<file path="src/design/vdib_pkg.sv">
// Shared types and constants for the vertex deduplication index builder.
package vdib_pkg;

  localparam int unsigned DEF_MAX_VERTICES = 64;
  localparam int unsigned WORD_W           = 32;
  localparam int unsigned IDX_OUT_W        = 6;
  localparam int unsigned CNT_OUT_W        = 7;

  typedef struct packed {
    logic [WORD_W-1:0] pos_x;
    logic [WORD_W-1:0] pos_y;
    logic [WORD_W-1:0] pos_z;
    logic [WORD_W-1:0] norm_x;
    logic [WORD_W-1:0] norm_y;
    logic [WORD_W-1:0] norm_z;
    logic [WORD_W-1:0] tex_u;
    logic [WORD_W-1:0] tex_v;
  } vtx_t;

  typedef struct packed {
    logic rd_en;
    logic wr_en;
  } mem_ctl_t;

  typedef struct packed {
    logic [IDX_OUT_W-1:0] vertex_index;
    logic                 is_new;
    logic                 overflow;
    logic [CNT_OUT_W-1:0] unique_count;
    logic                 last_out;
  } res_t;

  typedef enum logic [1:0] {
    ST_IDLE,
    ST_SCAN,
    ST_DONE
  } vdib_state_e;

endpackage

</file>
<file path="src/design/vdib_seq.sv">
// Search sequencer: walks the table one entry per cycle and resolves the result.
module vdib_seq #(
  parameter int unsigned MAX_VERTICES = vdib_pkg::DEF_MAX_VERTICES,
  localparam int unsigned IDX_W = $clog2(MAX_VERTICES),
  localparam int unsigned CNT_W = $clog2(MAX_VERTICES + 1)
) (
  input  logic               clk_i,
  input  logic               rst_ni,
  input  logic               take_i,
  input  logic               last_i,
  input  logic               match_i,
  input  logic               out_free_i,
  output logic               busy_o,
  output logic               load_o,
  output vdib_pkg::mem_ctl_t ctl_o,
  output logic [IDX_W-1:0]   rd_addr_o,
  output logic [IDX_W-1:0]   wr_addr_o,
  output vdib_pkg::res_t     res_o
);
  import vdib_pkg::*;

  localparam logic [CNT_W-1:0] CNT_MAX = CNT_W'(MAX_VERTICES);

  vdib_state_e      state_q, state_d;
  logic [CNT_W-1:0] cnt_q, cnt_d;
  logic [CNT_W-1:0] rd_ptr_q, rd_ptr_d;
  logic             cmp_valid_q, cmp_valid_d;
  logic [IDX_W-1:0] cmp_idx_q, cmp_idx_d;
  logic             found_q, found_d;
  logic [IDX_W-1:0] hit_idx_q, hit_idx_d;
  logic             last_q, last_d;

  logic             full;
  logic             is_new;
  logic             overflow;
  logic [CNT_W-1:0] new_cnt;
  logic [IDX_W-1:0] idx;

  assign full     = (cnt_q == CNT_MAX);
  assign is_new   = !found_q && !full;
  assign overflow = !found_q && full;
  assign new_cnt  = is_new ? cnt_q + CNT_W'(1) : cnt_q;
  assign idx      = found_q ? hit_idx_q : (full ? '0 : cnt_q[IDX_W-1:0]);

  always_comb begin
    state_d = state_q;
    unique case (state_q)
      ST_IDLE: if (take_i) state_d = ST_SCAN;
      ST_SCAN: begin
        if ((cmp_valid_q && match_i) || (rd_ptr_q == cnt_q)) state_d = ST_DONE;
      end
      ST_DONE: if (out_free_i) state_d = ST_IDLE;
      default: state_d = ST_IDLE;
    endcase
  end

  always_comb begin
    cnt_d       = cnt_q;
    rd_ptr_d    = rd_ptr_q;
    cmp_valid_d = 1'b0;
    cmp_idx_d   = cmp_idx_q;
    found_d     = found_q;
    hit_idx_d   = hit_idx_q;
    last_d      = last_q;
    ctl_o       = '0;
    load_o      = 1'b0;
    busy_o      = 1'b1;
    unique case (state_q)
      ST_IDLE: begin
        busy_o = 1'b0;
        if (take_i) begin
          rd_ptr_d = '0;
          found_d  = 1'b0;
          last_d   = last_i;
        end
      end
      ST_SCAN: begin
        if (cmp_valid_q && match_i) begin
          found_d   = 1'b1;
          hit_idx_d = cmp_idx_q;
        end else if (rd_ptr_q != cnt_q) begin
          ctl_o.rd_en = 1'b1;
          rd_ptr_d    = rd_ptr_q + CNT_W'(1);
          cmp_valid_d = 1'b1;
          cmp_idx_d   = rd_ptr_q[IDX_W-1:0];
        end
      end
      ST_DONE: begin
        if (out_free_i) begin
          load_o      = 1'b1;
          ctl_o.wr_en = is_new;
          cnt_d       = last_q ? '0 : new_cnt;
        end
      end
      default: busy_o = 1'b1;
    endcase
  end

  assign rd_addr_o          = rd_ptr_q[IDX_W-1:0];
  assign wr_addr_o          = cnt_q[IDX_W-1:0];
  assign res_o.vertex_index = IDX_OUT_W'(idx);
  assign res_o.is_new       = is_new;
  assign res_o.overflow     = overflow;
  assign res_o.unique_count = CNT_OUT_W'(new_cnt);
  assign res_o.last_out     = last_q;

  always_ff @(posedge clk_i or negedge rst_ni) begin
    if (!rst_ni) begin
      state_q     <= ST_IDLE;
      cnt_q       <= '0;
      rd_ptr_q    <= '0;
      cmp_valid_q <= 1'b0;
      cmp_idx_q   <= '0;
      found_q     <= 1'b0;
      hit_idx_q   <= '0;
      last_q      <= 1'b0;
    end else begin
      state_q     <= state_d;
      cnt_q       <= cnt_d;
      rd_ptr_q    <= rd_ptr_d;
      cmp_valid_q <= cmp_valid_d;
      cmp_idx_q   <= cmp_idx_d;
      found_q     <= found_d;
      hit_idx_q   <= hit_idx_d;
      last_q      <= last_d;
    end
  end

endmodule
</file>
<file path="config.mk">
export PLATFORM = sky130hd
export DESIGN_NAME = vdib_seq
export DESIGN_NICKNAME = d
export VERILOG_FILES = /design/src/design/vdib_pkg.sv /design/src/design/vdib_seq.sv
export SDC_FILE = /design/constraint.sdc
export NUM_CORES = 1
export LEC_CHECK = 0
export ABC_AREA = 1
export BUFFER_PORTS_ARGS = -buffer_cell sky130_fd_sc_hd__buf_2
export CAP_MARGIN = 20
export CELL_PAD_IN_SITES_DETAIL_PLACEMENT = 1
export CELL_PAD_IN_SITES_GLOBAL_PLACEMENT = 1
export CORE_ASPECT_RATIO = 1.1
export CORE_MARGIN = 1.5
export CORE_UTILIZATION = 36
export DETAILED_ROUTE_END_ITERATION = 6
export GPL_ROUTABILITY_DRIVEN = 1
export PLACE_DENSITY = 0.8
export SLEW_MARGIN = 30
export SYNTH_ARGS = -nofsm -noshare
export SYNTH_HDL_FRONTEND = slang
export SYNTH_SLANG_ARGS = --single-unit
</file>
<file path="constraint.sdc">
create_clock -name clk_i -period 1.45 [get_ports clk_i]
set_clock_uncertainty 0.1 [all_clocks]
set_input_delay 0.0725 -clock clk_i [delete_from_list [all_inputs] [get_ports clk_i]]
set_output_delay 0.0725 -clock clk_i [all_outputs]
set_load 0.005 [all_outputs]
</file>
==> results.md <==
- H-tree depth: 2
- #FFs+latches synth: 31
- CP Capture Type: primary output
- # rows: 27
- Mean Syn Cell Area: 7.357 um2
- CP endpoint: res_o[4]
- CP Data Arrival Time: 1.74 ns
- Post-synthesis cell count: 266
- Final Max Tran Viols: 0
- Most common cell on crit path: nand2_2
- Diode count: 0
- Max-Cap Viols: 0
- Post-synthesis xor/xnor area fraction: 1.343%
- Die Width: 73.30 um
- Slew headroom: 71.02%
- Failing checks: setup timing
- I/O pins: 38
- Initial Util: 38.11%
- FF-to-FF Start: cnt_q[4]$_DFFE_PN0P_
- Initial DRC Count: 83
- Die Area: 0.005887 mm2
- Longest Clk Path Bufs: 2
- Post-synth cell types: 27
- Area grow syn2layout: 50.26%
- Type of origin of the critical path: flop
- Hold slack final: 0.05745 ns
- Antenna violations before repair: 0
- Cell Area, Synth: 0.001957 mm2
- Leakage dissipation: 1.563 nW
- WL/cell: 18.90 um
- TritonCTS Buffers: 5
- CP max FO: 6
- Final setup fails: 36
- R2r worst-path depth: 10
- Setup_tns: -11.93 ns
- Vias: 2,168
- Overflow after GRT: 0
- Status: finished, violations left
- Final period util: 132.2%
- CTS tree: done
- Post-layout min period: 1.917 ns
- Maximum clock frequency: 0.5217 GHz
- Vias in the first global route: 2,303
- Share of cells above drive strength 1: 46.91%
- RR Endpoint: cmp_idx_q[2]$_DFFE_PN0P_
- Total Routing Usage GR: 25.81%
- Post-route DRC: 0
- Overall power: 4.944 mW
- Peak VDD IR: 668.7 uV
- Synth warn: 0
- Crit-path cells: inv_4 > ha_4 > nand4_4 > nand2_4 > buf_6 > nand2_2 > nand2_2 > buf_2
- Post-DRT Antenna Nets: 0
- Slowest-stage cell, CP: dfrtp_2
- Pre-antenna DRT Iters: 4
- Post-synthesis adder-cell area fraction: 1.918%
- Clock root buffer: clkbuf_8
- Pwr/cell area: 1681 mW/mm2
- Tightest Pin Transition: 0.4346 ns
- Critical path required time: 1.28 ns
- Unrepaired setup endpoints after global routing: yes
- Final GP Congestion: 0.8612
- Crit path kind: flop to primary output
- Worst-skew pair later-pin latency: 0.30 ns
- Largest family of logic cells by synthesized area: simple AND/OR/NAND/NOR gates
- Post-synthesis mux area share: 4.028%
- Clock Sinks: 31
- Input/output buffers: 37
- DIE HEIGHT: 80.33 um
- CORE AREA: 0.005135 mm2
- Syn Nets: 275
- Nets: 364
- Worst R2R Setup Slack: -0.42 ns
- Clock slew at reported path FFs: 0.07 ns
- Critical Path Source: cnt_q[0]$_DFFE_PN0P_
- Compound-Gate Fraction of Synth Area: 5.051%
- Final worst slack: -0.4669 ns
- Sequential fraction of the synthesis area: 39.64%
- Global-route wire length before repair: 11.21 mm
- Simple-gate portion of the synthesized area: 34.34%
- Post-detailed-routing wire length: 8.088 mm
- Critical path's largest stage delay: 0.47 ns
- Pin count of the biggest net entering global routing: 32
- Final hold vios: 0
- Via-per-instance ratio: 5.065
- Hold/Removal Path Class: input pin to flop
- Hold Path Origin: match_i
- DPL Wire Length: 4.579 mm
worst min path at each step:
stage,endpoint,slack (ns),cells after the start
6_report,found_q$_DFFE_PN0P_,0.06,3
5_1_grt,found_q$_DFFE_PN0P_,0.07,3
4_1_cts,state_q[1]$_DFFE_PN0P_,0.07,5
3_5_place_dp,hit_idx_q[0]$_DFFE_PN0P_,0.02,2
3_3_place_gp,cmp_idx_q[2]$_DFFE_PN0P_,0.02,2
2_1_floorplan,cmp_idx_q[0]$_DFFE_PN0P_,-0.32,0
cell type report:
class / instances / area (um2)
Timing Repair Buffer: 104 / 768.2
Tap cell: 72 / 90.09
Fill cell: 654 / 2195
Sequential cell: 31 / 783.3
Inverter: 26 / 107.6
Multi-Input combinational cell: 187 / 1106
Clock buffer: 6 / 72.57
Clock inverter: 2 / 12.51
per-layer routing:
metal	share of wire (%)	up-vias	routed length [um]	global-route usage (%)
li1	-	1002	-	-
met1	37	1041	3010	25.62
met2	52	80	4206	47.27
met3	4.7	45	382	6.524
met4	6.0	0	488	15.74
met5	0	-	0	0
power breakdown:
part           switching (mW)  leakage, nW  internal, mW  total [mW]
clock network           0.381       0.0412         0.336       0.717
registers               0.238        0.414          1.05        1.29
logic                    1.55         1.11          1.39        2.94
worst max-delay path, delay by kind of cell (launching register included):
kind	cells	cell delay (ns)
DFF	1	0.47
and+or+nand+nor	4	0.48
adders and majority gates	1	0.15
buffers and inverters	3	0.34
cell usage after synthesis, drive strengths merged:
library cell  count  area, um2
o21bai            1      18.77
nor3              2      10.01
xor2              2      17.52
xnor2             1      8.760
a21oi             2      10.01
o21ai            14      70.06
and2              3      18.77
nand3            28      145.1
dfrtp            31      775.7
clkbuf            1      3.750
nor2             22      95.09
inv              26      97.60
nand2            98      370.4
nand3b            1      7.510
ha                3      37.54
nand4             3      25.02
buf              21      166.4
mux2              7      78.83
what timing repair did:
action / in CTS / in global routing
hold buffers: 3 / 0
setup buffers: 17 / 6
hold endpoints to repair: 33 / 0
setup endpoints to repair: 37 / 45
cloned: 1 / 0
resized for setup: 42 / 32
pin swaps: 12 / 10
layout by cell type (no fill, tap or decap), drive strengths merged:
| cell | netlist | layout |
|---|---|---|
| nand3 | 28 | 28 |
| buf | 21 | 101 |
| dfrtp | 31 | 31 |
| clkbuf | 1 | 6 |
| clkinvlp | 0 | 1 |
| nand3b | 1 | 1 |
| mux2 | 7 | 7 |
| xnor2 | 1 | 1 |
| a21oi | 2 | 2 |
| o21ai | 14 | 14 |
| nor3 | 2 | 2 |
| nand2 | 98 | 98 |
| nand4 | 3 | 3 |
| and2 | 3 | 3 |
| dlygate4sd3 | 0 | 3 |
| clkinv | 0 | 1 |
| nor2 | 22 | 22 |
| inv | 26 | 26 |
| o21bai | 1 | 1 |
| ha | 3 | 3 |
| xor2 | 2 | 2 |
cells by family after synthesis:
family / Yosys count
and+or+nand+nor: 157
AOI/OAI and AO/OA: 17
adders and majority gates: 3
DFF: 31
buffers and inverters: 48
muxes: 7
xor gates and xnor gates: 3
through the flow:
step           worst slack (ns)  instance area [um2]  cells  utilization [%]
4_1_cts                 -0.3673                 2780    422            54.14
2_1_floorplan          0.007179                 1973    266                -
3_5_place_dp            -0.1966                 2386    394            46.47
3_3_place_gp           -0.07360                 2386    394            46.47
6_report                -0.4669                 2940    428            57.26
5_1_grt                 -0.5083                 2940    428            57.26
state kept, by name, summed over array words and instances, names as in the netlist:
register	count
cnt_q	7
rd_ptr_q	7
cmp_idx_q	6
hit_idx_q	6
state_q	2
cmp_valid_q	1
found_q	1
last_q	1
(Power assumes the default switching activity.)
