$ cat config.mk
export PLATFORM = sky130hd
export DESIGN_NAME = vdib_cmp
export DESIGN_NICKNAME = d
export VERILOG_FILES = /design/src/design/vdib_pkg.sv /design/src/design/vdib_cmp.sv
export SDC_FILE = /design/constraint.sdc
export NUM_CORES = 1
export LEC_CHECK = 0
export ABC_AREA = 1
export BUFFER_PORTS_ARGS = -buffer_cell sky130_fd_sc_hd__buf_4
export CAP_MARGIN = 20
export CORE_AREA = 2 2 200 202
export DETAILED_ROUTE_END_ITERATION = 6
export DIE_AREA = 0 0 202 204
export GPL_TIMING_DRIVEN = 1
export SYNTH_ARGS = -nofsm -noshare
export SYNTH_HDL_FRONTEND = slang
export SYNTH_SLANG_ARGS = --single-unit
$ cat constraint.sdc
create_clock -name vclk -period 6.8
set_input_delay 2.04 -clock vclk [all_inputs]
set_output_delay 2.04 -clock vclk [all_outputs]
set_load 0.02 [all_outputs]
$ cat src/design/vdib_pkg.sv
// Shared types and constants for the vertex deduplication index builder.
package vdib_pkg;

  localparam int unsigned DEF_MAX_VERTICES = 64;
  localparam int unsigned WORD_W           = 32;
  localparam int unsigned IDX_OUT_W        = 6;
  localparam int unsigned CNT_OUT_W        = 7;

  typedef struct packed {
    logic [WORD_W-1:0] pos_x;
    logic [WORD_W-1:0] pos_y;
    logic [WORD_W-1:0] pos_z;
    logic [WORD_W-1:0] norm_x;
    logic [WORD_W-1:0] norm_y;
    logic [WORD_W-1:0] norm_z;
    logic [WORD_W-1:0] tex_u;
    logic [WORD_W-1:0] tex_v;
  } vtx_t;

  typedef struct packed {
    logic rd_en;
    logic wr_en;
  } mem_ctl_t;

  typedef struct packed {
    logic [IDX_OUT_W-1:0] vertex_index;
    logic                 is_new;
    logic                 overflow;
    logic [CNT_OUT_W-1:0] unique_count;
    logic                 last_out;
  } res_t;

  typedef enum logic [1:0] {
    ST_IDLE,
    ST_SCAN,
    ST_DONE
  } vdib_state_e;

endpackage

$ cat src/design/vdib_cmp.sv
// Float-equality compare of one stored vertex against the current vertex.
module vdib_cmp (
  input  vdib_pkg::vtx_t a_i,
  input  vdib_pkg::vtx_t b_i,
  output logic           match_o
);
  import vdib_pkg::*;

  function automatic logic float_eq(input logic [WORD_W-1:0] a, input logic [WORD_W-1:0] b);
    logic nan_a;
    logic nan_b;
    logic both_zero;
    nan_a     = (a[WORD_W-2:0] > 31'h7F80_0000);
    nan_b     = (b[WORD_W-2:0] > 31'h7F80_0000);
    both_zero = ((a[WORD_W-2:0] | b[WORD_W-2:0]) == '0);
    return !nan_a && !nan_b && (both_zero || (a == b));
  endfunction

  assign match_o = float_eq(a_i.pos_x,  b_i.pos_x)  && float_eq(a_i.pos_y,  b_i.pos_y)  &&
                   float_eq(a_i.pos_z,  b_i.pos_z)  && float_eq(a_i.norm_x, b_i.norm_x) &&
                   float_eq(a_i.norm_y, b_i.norm_y) && float_eq(a_i.norm_z, b_i.norm_z) &&
                   float_eq(a_i.tex_u,  b_i.tex_u)  && float_eq(a_i.tex_v,  b_i.tex_v);

endmodule

==> results.tsv, run 1 <==
metric	value	unit
status	finished, final reports clean	
synthXorXnorAreaFrac	0.00742	
overflow	0	
setup_violations	0	
clkbuf_count	0	
port_buffers	513	
core	0.0392	mm2
drv_cap	0	
rsz0062_at_grt	no	
syn_nets	2281	
grt_pass1_vias	11000	
cp_top_family	simple AND/OR/NAND/NOR gates	
dieArea	0.0412	mm2
drv_slew	0	
syn_inst	1521	
layout.cells.non_filler	2561	
hp-class	primary input to output port	
tightest_slew	326	ps
via_count	10600	
drive_gt1_frac	0.257	
initial_core_util	0.211	
critPathMaxStageDelay	280	ps
synth_fa_ha_area_frac	0.376	
postRouteAntennaNets	0	
synth_top_family_by_area	simple AND/OR/NAND/NOR gates	
wl_per_cell	14.5	um
maxSlewHeadroom	0.782	
drt_wl_total	37100	um
routabilityCongestion	0.979	
post_cts_buffers	0	
finalNetCount	2796	
syn2layout_area_growth	54.6	%
max_freq	176	MHz
die_w	202	um
required	4760	ps
via_per_inst	4.15	
power-per-cell-area	44.4	mW/mm2
grt_usage	0.170	
dieHeight	204	um
drc	0	
path_cells	buf_4 > inv_1 > ha_1 > nor2_1 > nand2_1 > nand3b_1 > nor2_1 > nand2_1 > nand2_1 > nand2_1 > nor2_1 > nand2_1 > nor2_2 > buf_4	
hpwl	35700	um
path_class	primary input to output port	
hold_buffers	0	
synthSimpleGateAreaFrac	0.387	
final_hold_viol_count	0	
drt_iter0_drc	451	
yosys_warnings	0	
avgSynthCellArea	5.43	um2
crit_fanout	2	
grt_start_max_net_pins	4	
register_area	0	um2
worst_setup_path_end_kind	output port	
synth-compound-area-share	0	
n_sequential_cell	0	
postCtsResizedCells	0	
numPlacedInstances	2559	
synth_top_area_cell	ha_1	
crit_path_start_kind	primary input	
critPathSlowestCell	ha_1	
synth.area.mux_share	0	
grt_pass1_wl	55700	um
yosys.cell_count.top_type	inv_1	
whs	4820	ps
fin_crit	5700	ps
ir_drop	0.0185	mV
yosysTopAreaCellShare	0.376	
antenna_found_initial	2	
std_cell_rows	73	
ys_types	14	
synth_common_cells	inv_1 (501), nor2_1 (392), ha_1 (248)	
tns	0	ps
synth_area_leaders	ha_1 (38%), inv_1 (23%), nor2_1 (18%)	
p_leak	7.99	nW
cp_common_cell	nand2_1	
io_pins	513	
crit_arrival	3660	ps
fin_crit_sh	0.838	
syn_area	0.00826	mm2
dr.pass1.iters	4	
yosysSeqAreaShare	0	
crit_buf_inv	3	
[layout by cell type (no fill, tap or decap)]
cell type,count
and2_1,1
buf_4,513
diode_2,2
ha_1,248
inv_1,501
inv_2,5
nand2_1,199
nand2_2,1
nand3_1,68
nand3b_1,8
nand4_1,79
nor2_1,392
nor2_2,2
nor3_1,9
nor3_4,1
xnor2_1,7
[final cells by class]
cell class	instances	area, um2
repair buffers	513	3850
diodes	2	5.00
well taps	525	657
fillers	4380	26400
multi-input cells	1015	6360
inverters	506	1900
[per-stage QoR]
stage | util | setup WS (ps) | total power, W | cell area [um2]
4_1_cts | 0.326 | 1040 | 0.000573 | 12800
5_1_grt | 0.326 | 893 | 0.000649 | 12800
2_1_floorplan | - | 1570 | 0.000230 | 8260
6_report | 0.326 | 1100 | 0.000567 | 12800
3_3_place_gp | 0.326 | 1030 | 0.000558 | 12800
3_5_place_dp | 0.326 | 1040 | 0.000570 | 12800
[where the power goes]
group | internal [W] | total [W] | switching (W)
Clock | 0.0000000000396 | 0.0000000000397 | 0
Sequential | 0 | 0 | 0
Combinational | 0.000311 | 0.000567 | 0.000256
Total | 0.000311 | 0.000567 | 0.000256
[final timing paths]
| check | endpoint | startpoint | cells after the start | slack [ps] |
|---|---|---|---|---|
| worst max-delay path | match_o | a_i[120] | 14 | 1100 |
| worst min-delay path | match_o | a_i[190] | 11 | 4820 |
[per-layer routing]
| layer | routed length (um) | share of wire | track usage | vias up |
|---|---|---|---|---|
| met1 | 15600 | 0.42 | 0.205 | 4716 |
| met5 | 0 | 0 | 0 | - |
| met4 | 563 | 0.015 | 0.0263 | 0 |
| li1 | - | - | - | 5580 |
| met2 | 18800 | 0.51 | 0.317 | 302 |
| met3 | 2170 | 0.058 | 0.0301 | 32 |
[cell families (layout without fill, tap and decap cells)]
| group | Yosys count | in the layout |
|---|---|---|
| xor+xnor | 7 | 7 |
| buf+inv | 506 | 1019 |
| other cells | 0 | 2 |
| fa+ha+maj | 248 | 248 |
| simple gates | 760 | 760 |
No activity file was read; power rests on OpenSTA's default activity.
==> inputs of run 2 (changes only) <==
- ABC_AREA: 1 -> 0
- CORE_AREA: 2 2 200 202 -> 2 2 202 204
- DIE_AREA: 0 0 202 204 -> 0 0 204 206
- clock period: 6.8 -> 4.65 ns (I/O delays scaled with it)
==> run 2 against run 1 <==
  * The flow now finishes with violations (setup timing)
  * Wire length up 9.1%
  * Cell count is 13% lower
  * Global-route usage grew 0.96 points
  * Critical path depth down 3
  * Setup slack got worse by 1200 ps
  * Utilization shrank 0.43 points
  * Via count fell by 6.7%
  * Clock-buffer cell count did not move
  * Synthesized cell count decreased by 25%
  * Die area up 2.0%
  * Critical endpoint unchanged
==> results.tsv, run 2 <==
metric	value	unit	change
antenna_found_initial	1		-1
p_leak	7.53	nW	-5.7%
synth_common_cells	inv_1 (496), ha_1 (248), nor4_1 (147)		
syn_inst	1136		-25%
power	0.000923	W	+63%
yosysTopAreaCellShare	0.425		+0.0497
n_sequential_cell	0		unchanged
routabilityCongestion	0.998		+2.0%
critPathMaxStageDelay	390	ps	+110 ps
layout_commonest_cell	buf_4		
drt_wl_total	40500	um	+9.1%
io_pins	513		unchanged
power-per-cell-area	71.4	mW/mm2	+61%
hold_buffers	0		unchanged
critPathSlowestCell	nor4_4		
synth.area.mux_share	0		unchanged
grt_pass1_vias	10600		-4.1%
stdcell_area	0.0129	mm2	+1.2%
port_buffers	513		unchanged
maxSlewHeadroom	0.660		-0.122
max_freq	212	MHz	
violations	setup timing		
grt_usage	0.179		+0.00964
power_frac_comb	1.000		about the same
crit_path_start_kind	primary input		
via_per_inst	4.45		+7.3%
status	finished with violations		
worst_setup_path_end_kind	output port		
dr.pass1.iters	5		+1
syn2layout_area_growth	77.2	%	
post_cts_buffers	0		unchanged
ir_drop	0.0304	mV	+64%
mostFrequentLayoutCells	buf_4 (553), inv_1 (484), ha_1 (229), nand4_1 (116), nor4_1 (107)		
final_util	0.322		-0.00431
numPlacedInstances	2230		-13%
syn_nets	1896		-17%
initial_core_util	0.182		-0.0293
via_count	9914		-6.7%
pwr-share-clk	0		unchanged
layout.cells.non_filler	2227		-13%
yosysSeqAreaShare	0		unchanged
rsz0062_at_grt	yes		
overflow	0		unchanged
crit_arrival	3320	ps	-340 ps
drv_cap	0		unchanged
postLayoutSetupSlackWorst	-62.5	ps	-1170 ps
ys_types	14		unchanged
hpwl	38000	um	+6.3%
drt_iter0_drc	468		+3.8%
fin_crit	4710	ps	
setup_violations	1		+1
synth-compound-area-share	0.0165		+0.0165
drv_slew	0		unchanged
cellInternalPower	0.000498	W	+60%
core	0.0402	mm2	+2.6%
register_area	0	um2	unchanged
std_cell_rows	74		+1.4%
required	3250	ps	-1510 ps
postRouteAntennaNets	0		unchanged
synthSimpleGateAreaFrac	0.294		-0.0936
dieHeight	206	um	+0.98%
synth_fa_ha_area_frac	0.425		+0.0497
antennaDiodeCount	0		-2
synthXorXnorAreaFrac	0.00960		+0.00218
die_w	204	um	+0.99%
placed_area	0.0122	mm2	-4.6%
final_hold_viol_count	0		unchanged
p_seq_frac	0		unchanged
finalNetCount	2457		-12%
switching_share	0.460		+0.00791
tightest_slew	506	ps	+179 ps
wl_per_cell	18.2	um	+26%
avgSynthCellArea	6.42	um2	+18%
drive_gt1_frac	0.389		+0.132
switchingPower	0.000425	W	+66%
yosys_warnings	0		unchanged
fin_crit_sh	1.01		
drc	0		unchanged
path_cells	buf_8 > buf_6 > inv_4 > ha_4 > nor4_4 > nand3_1 > nor3_2 > a21oi_2 > nor4_4 > and3_4 > buf_8		
synth_area_leaders	ha_1 (43%), inv_1 (26%), nor4_1 (13%)		
hp-class	primary input to output port		
yosys.cell_count.top_type	inv_1		
path_class	primary input to output port		
hold_depth	8		-3
place_ws	-477	ps	-1520 ps
crit_fanout	2		unchanged
syn_area	0.00730	mm2	-12%
synth_top_family_by_area	adder cells		
grt_start_max_net_pins	3		-1
clkbuf_count	0		unchanged
synth_top_area_cell	ha_1		
dieArea	0.0420	mm2	+2.0%
grt_pass1_wl	57800	um	+3.8%
==> run 2: path summary, 6_finish.rpt <==
| kind | from | slack, ps | endpoint |
|---|---|---|---|
| worst max-delay path | b_i[214] | -60 | match_o |
| worst min-delay path | b_i[73] | 3540 | match_o |
==> run 2: worst max-delay path: cells and delay by family <==
kind            cells  cell delay [ps]
simple gates        5             1230
buf+inv             4              390
fa+ha+maj           1              200
compound gates      1               90
==> run 2: cell type report <==
type	instances	area, um2
Fill cell	4448	27300
Timing Repair Buffer	559	4230
Multi-Input combinational cell	640	6170
Tap cell	532	666
Inverter	496	1870
==> run 2: logic make-up (layout without fill, tap and decap cells) <==
family	count (synthesis)	count (layout)
XOR/XNOR	8	8
adder cells (fa/ha/maj)	248	248
AND/OR/NAND/NOR	360	360
buffers and inverters	496	1055
AO/OA/AOI/OAI	24	24
==> run 2: routing by layer <==
layer  part of all wire  vias up  GRT usage
met5            0.00030        -          0
met4              0.033        2     0.0492
met2               0.49      451      0.335
met3              0.074       64     0.0282
met1               0.40     4492      0.211
li1                   -     4905          -
==> run 2: repair_timing <==
action / 4_1_cts / 5_1_grt
gates resized for setup: 50 / 76
setup endpoints to repair: 1 / 1
pin swaps: 17 / 39
==> run 2: stage by stage <==
stage	TNS (ps)	hold slack, ps
6_report	-62.5	3540
3_5_place_dp	-477	3620
2_1_floorplan	0	3190
3_3_place_gp	-538	3620
4_1_cts	-77.6	3600
5_1_grt	-172	3600
==> run 2: power by group through the flow <==
stage	Combinational, W	Clock (W)	Sequential [W]
6_report	0.000923	0	0
5_1_grt	0.00102	0	0
4_1_cts	0.000860	0	0
3_5_place_dp	0.000831	0	0
3_3_place_gp	0.000821	0	0
2_1_floorplan	0.000271	0	0
==> inputs of run 3 (changes only) <==
- SETUP_SLACK_MARGIN: unset -> 0.4
==> run 3 against run 2 <==
  * The flow still finishes with violations (setup timing)
  * Clock-buffer cell count stayed put
  * Global-route usage is the same
  * Utilization grew 0.16 points
  * First-iteration DRC count unchanged
  * Cell count rose by 0.13%
  * Worst hold slack improved by 30 ps
  * Critical endpoint unchanged
==> results.tsv, run 3 (synthesis gave the netlist of run 2 again) <==
metric	value	unit	change
hp-class	primary input to output port		
required	3250	ps	about the same
hold_buffers	0		unchanged
layout_commonest_cell	buf_4		
switching_share	0.459		-0.000728
crit_fanout	2		unchanged
n_sequential_cell	0		unchanged
final_hold_viol_count	0		unchanged
register_area	0	um2	unchanged
dr.pass1.iters	5		unchanged
drv_slew	0		unchanged
post_cts_buffers	0		unchanged
dieHeight	206	um	unchanged
wl_per_cell	18.2	um	-0.13%
core	0.0402	mm2	unchanged
dieArea	0.0420	mm2	unchanged
place_ws	-477	ps	unchanged
min_from	b_i[161]		
finalNetCount	2460		+0.12%
grt_usage	0.179		unchanged
drv_cap	0		unchanged
clkbuf_count	0		unchanged
initial_core_util	0.182		unchanged
grt_start_max_net_pins	3		unchanged
via_count	9904		-0.10%
routabilityCongestion	0.998		unchanged
fin_crit	4720	ps	+4.07 ps
drc	0		unchanged
antennaDiodeCount	0		unchanged
hold_end	match_o		
drive_gt1_frac	0.393		+0.00461
layout.cells.non_filler	2230		+0.13%
power-per-cell-area	71.5	mW/mm2	+0.11%
power	0.000929	W	+0.61%
grt_pass1_vias	10600		unchanged
hold_depth	8		unchanged
tns	-66.5	ps	-4.07 ps
postRouteAntennaNets	0		unchanged
path_class	primary input to output port		
crit_arrival	3320	ps	about the same
p_leak	7.55	nW	+0.20%
via_per_inst	4.44		-0.24%
p_seq_frac	0		unchanged
fin_crit_sh	1.01		about the same
pwr-share-clk	0		unchanged
switchingPower	0.000427	W	+0.45%
port_buffers	513		unchanged
postLayoutSetupSlackWorst	-66.5	ps	-4.07 ps
crit_path_start_kind	primary input		
hpwl	38000	um	unchanged
tightest_slew	508	ps	+2.28 ps
status	finished with violations		
max_freq	212	MHz	about the same
die_w	204	um	unchanged
violations	setup timing		
cellInternalPower	0.000502	W	+0.74%
maxSlewHeadroom	0.658		-0.00153
grt_pass1_wl	57800	um	unchanged
power_frac_comb	1.000		about the same
overflow	0		unchanged
drt_wl_total	40500	um	about the same
std_cell_rows	74		unchanged
drt_iter0_drc	468		unchanged
rsz0062_at_grt	yes		
antenna_found_initial	1		unchanged
mostFrequentLayoutCells	buf_4 (553), inv_1 (480), ha_1 (227), nand4_1 (116), nor4_1 (107)		
syn2layout_area_growth	78.1	%	
worst_setup_path_end_kind	output port		
setup_violations	1		unchanged
numPlacedInstances	2230		unchanged
final_util	0.323		+0.00159
io_pins	513		unchanged
ir_drop	0.0304	mV	-0.12%
-- run 3: changes by cell type in the layout (fill, tap and decap cells not counted), sizes merged --
cell	before	now
buf	559	562
-- run 3: routing by layer --
metal  vias to the layer above  wire, um  track usage
li1                       4909         -            -
met1                      4486     16200        0.211
met2                       445     20000        0.335
met3                        62      2940       0.0282
met4                         2      1320       0.0492
met5                         -        12            0
-- run 3: through the flow --
stage               hold slack (ps)  cell area (um2)
finish                         3570            13000
global route                   3640            13000
CTS                            3600            12400
detailed placement             3620            12200
global placement               3620            12200
floorplan                      3190             7300
-- run 3: power by group through the flow --
| stage | Combinational (W) | Sequential (W) | Clock, W |
|---|---|---|---|
| floorplan | 0.000271 | 0 | 0 |
| global placement | 0.000821 | 0 | 0 |
| detailed placement | 0.000831 | 0 | 0 |
| CTS | 0.000860 | 0 | 0 |
| global route | 0.00103 | 0 | 0 |
| finish | 0.000929 | 0 | 0 |
-- run 3: worst max-delay path, stage by stage --
cell	delay [ps]
buf_4	80
inv_1	30
ha_1	290
nor4_1	330
nand4_1	150
nor3_2	220
a21oi_2	80
nor4_4	370
and3_4	240
buf_8	130
-- run 3: how the worst max path moves through the flow --
| stage | endpoint | depth (start not counted) | slack [ps] | start |
|---|---|---|---|---|
| 6_report | match_o | 10 | -70 | a_i[89] |
| 5_1_grt | match_o | 11 | -170 | a_i[113] |
| 4_1_cts | match_o | 10 | -80 | b_i[235] |
| 3_5_place_dp | match_o | 10 | -480 | a_i[196] |
| 3_3_place_gp | match_o | 10 | -540 | a_i[197] |
| 2_1_floorplan | match_o | 8 | 460 | a_i[192] |
-- run 3: cell type report --
| cell class | instances | area (um2) |
|---|---|---|
| fillers | 4441 | 27200 |
| multi-input cells | 640 | 6190 |
| inverters | 496 | 1870 |
| well taps | 532 | 666 |
| repair buffers | 562 | 4260 |
-- run 3: timing repair --
| action | 4_1_cts | 5_1_grt |
|---|---|---|
| gates resized for setup | 50 | 87 |
| pin swaps | 17 | 39 |
| setup endpoints to repair | 1 | 1 |
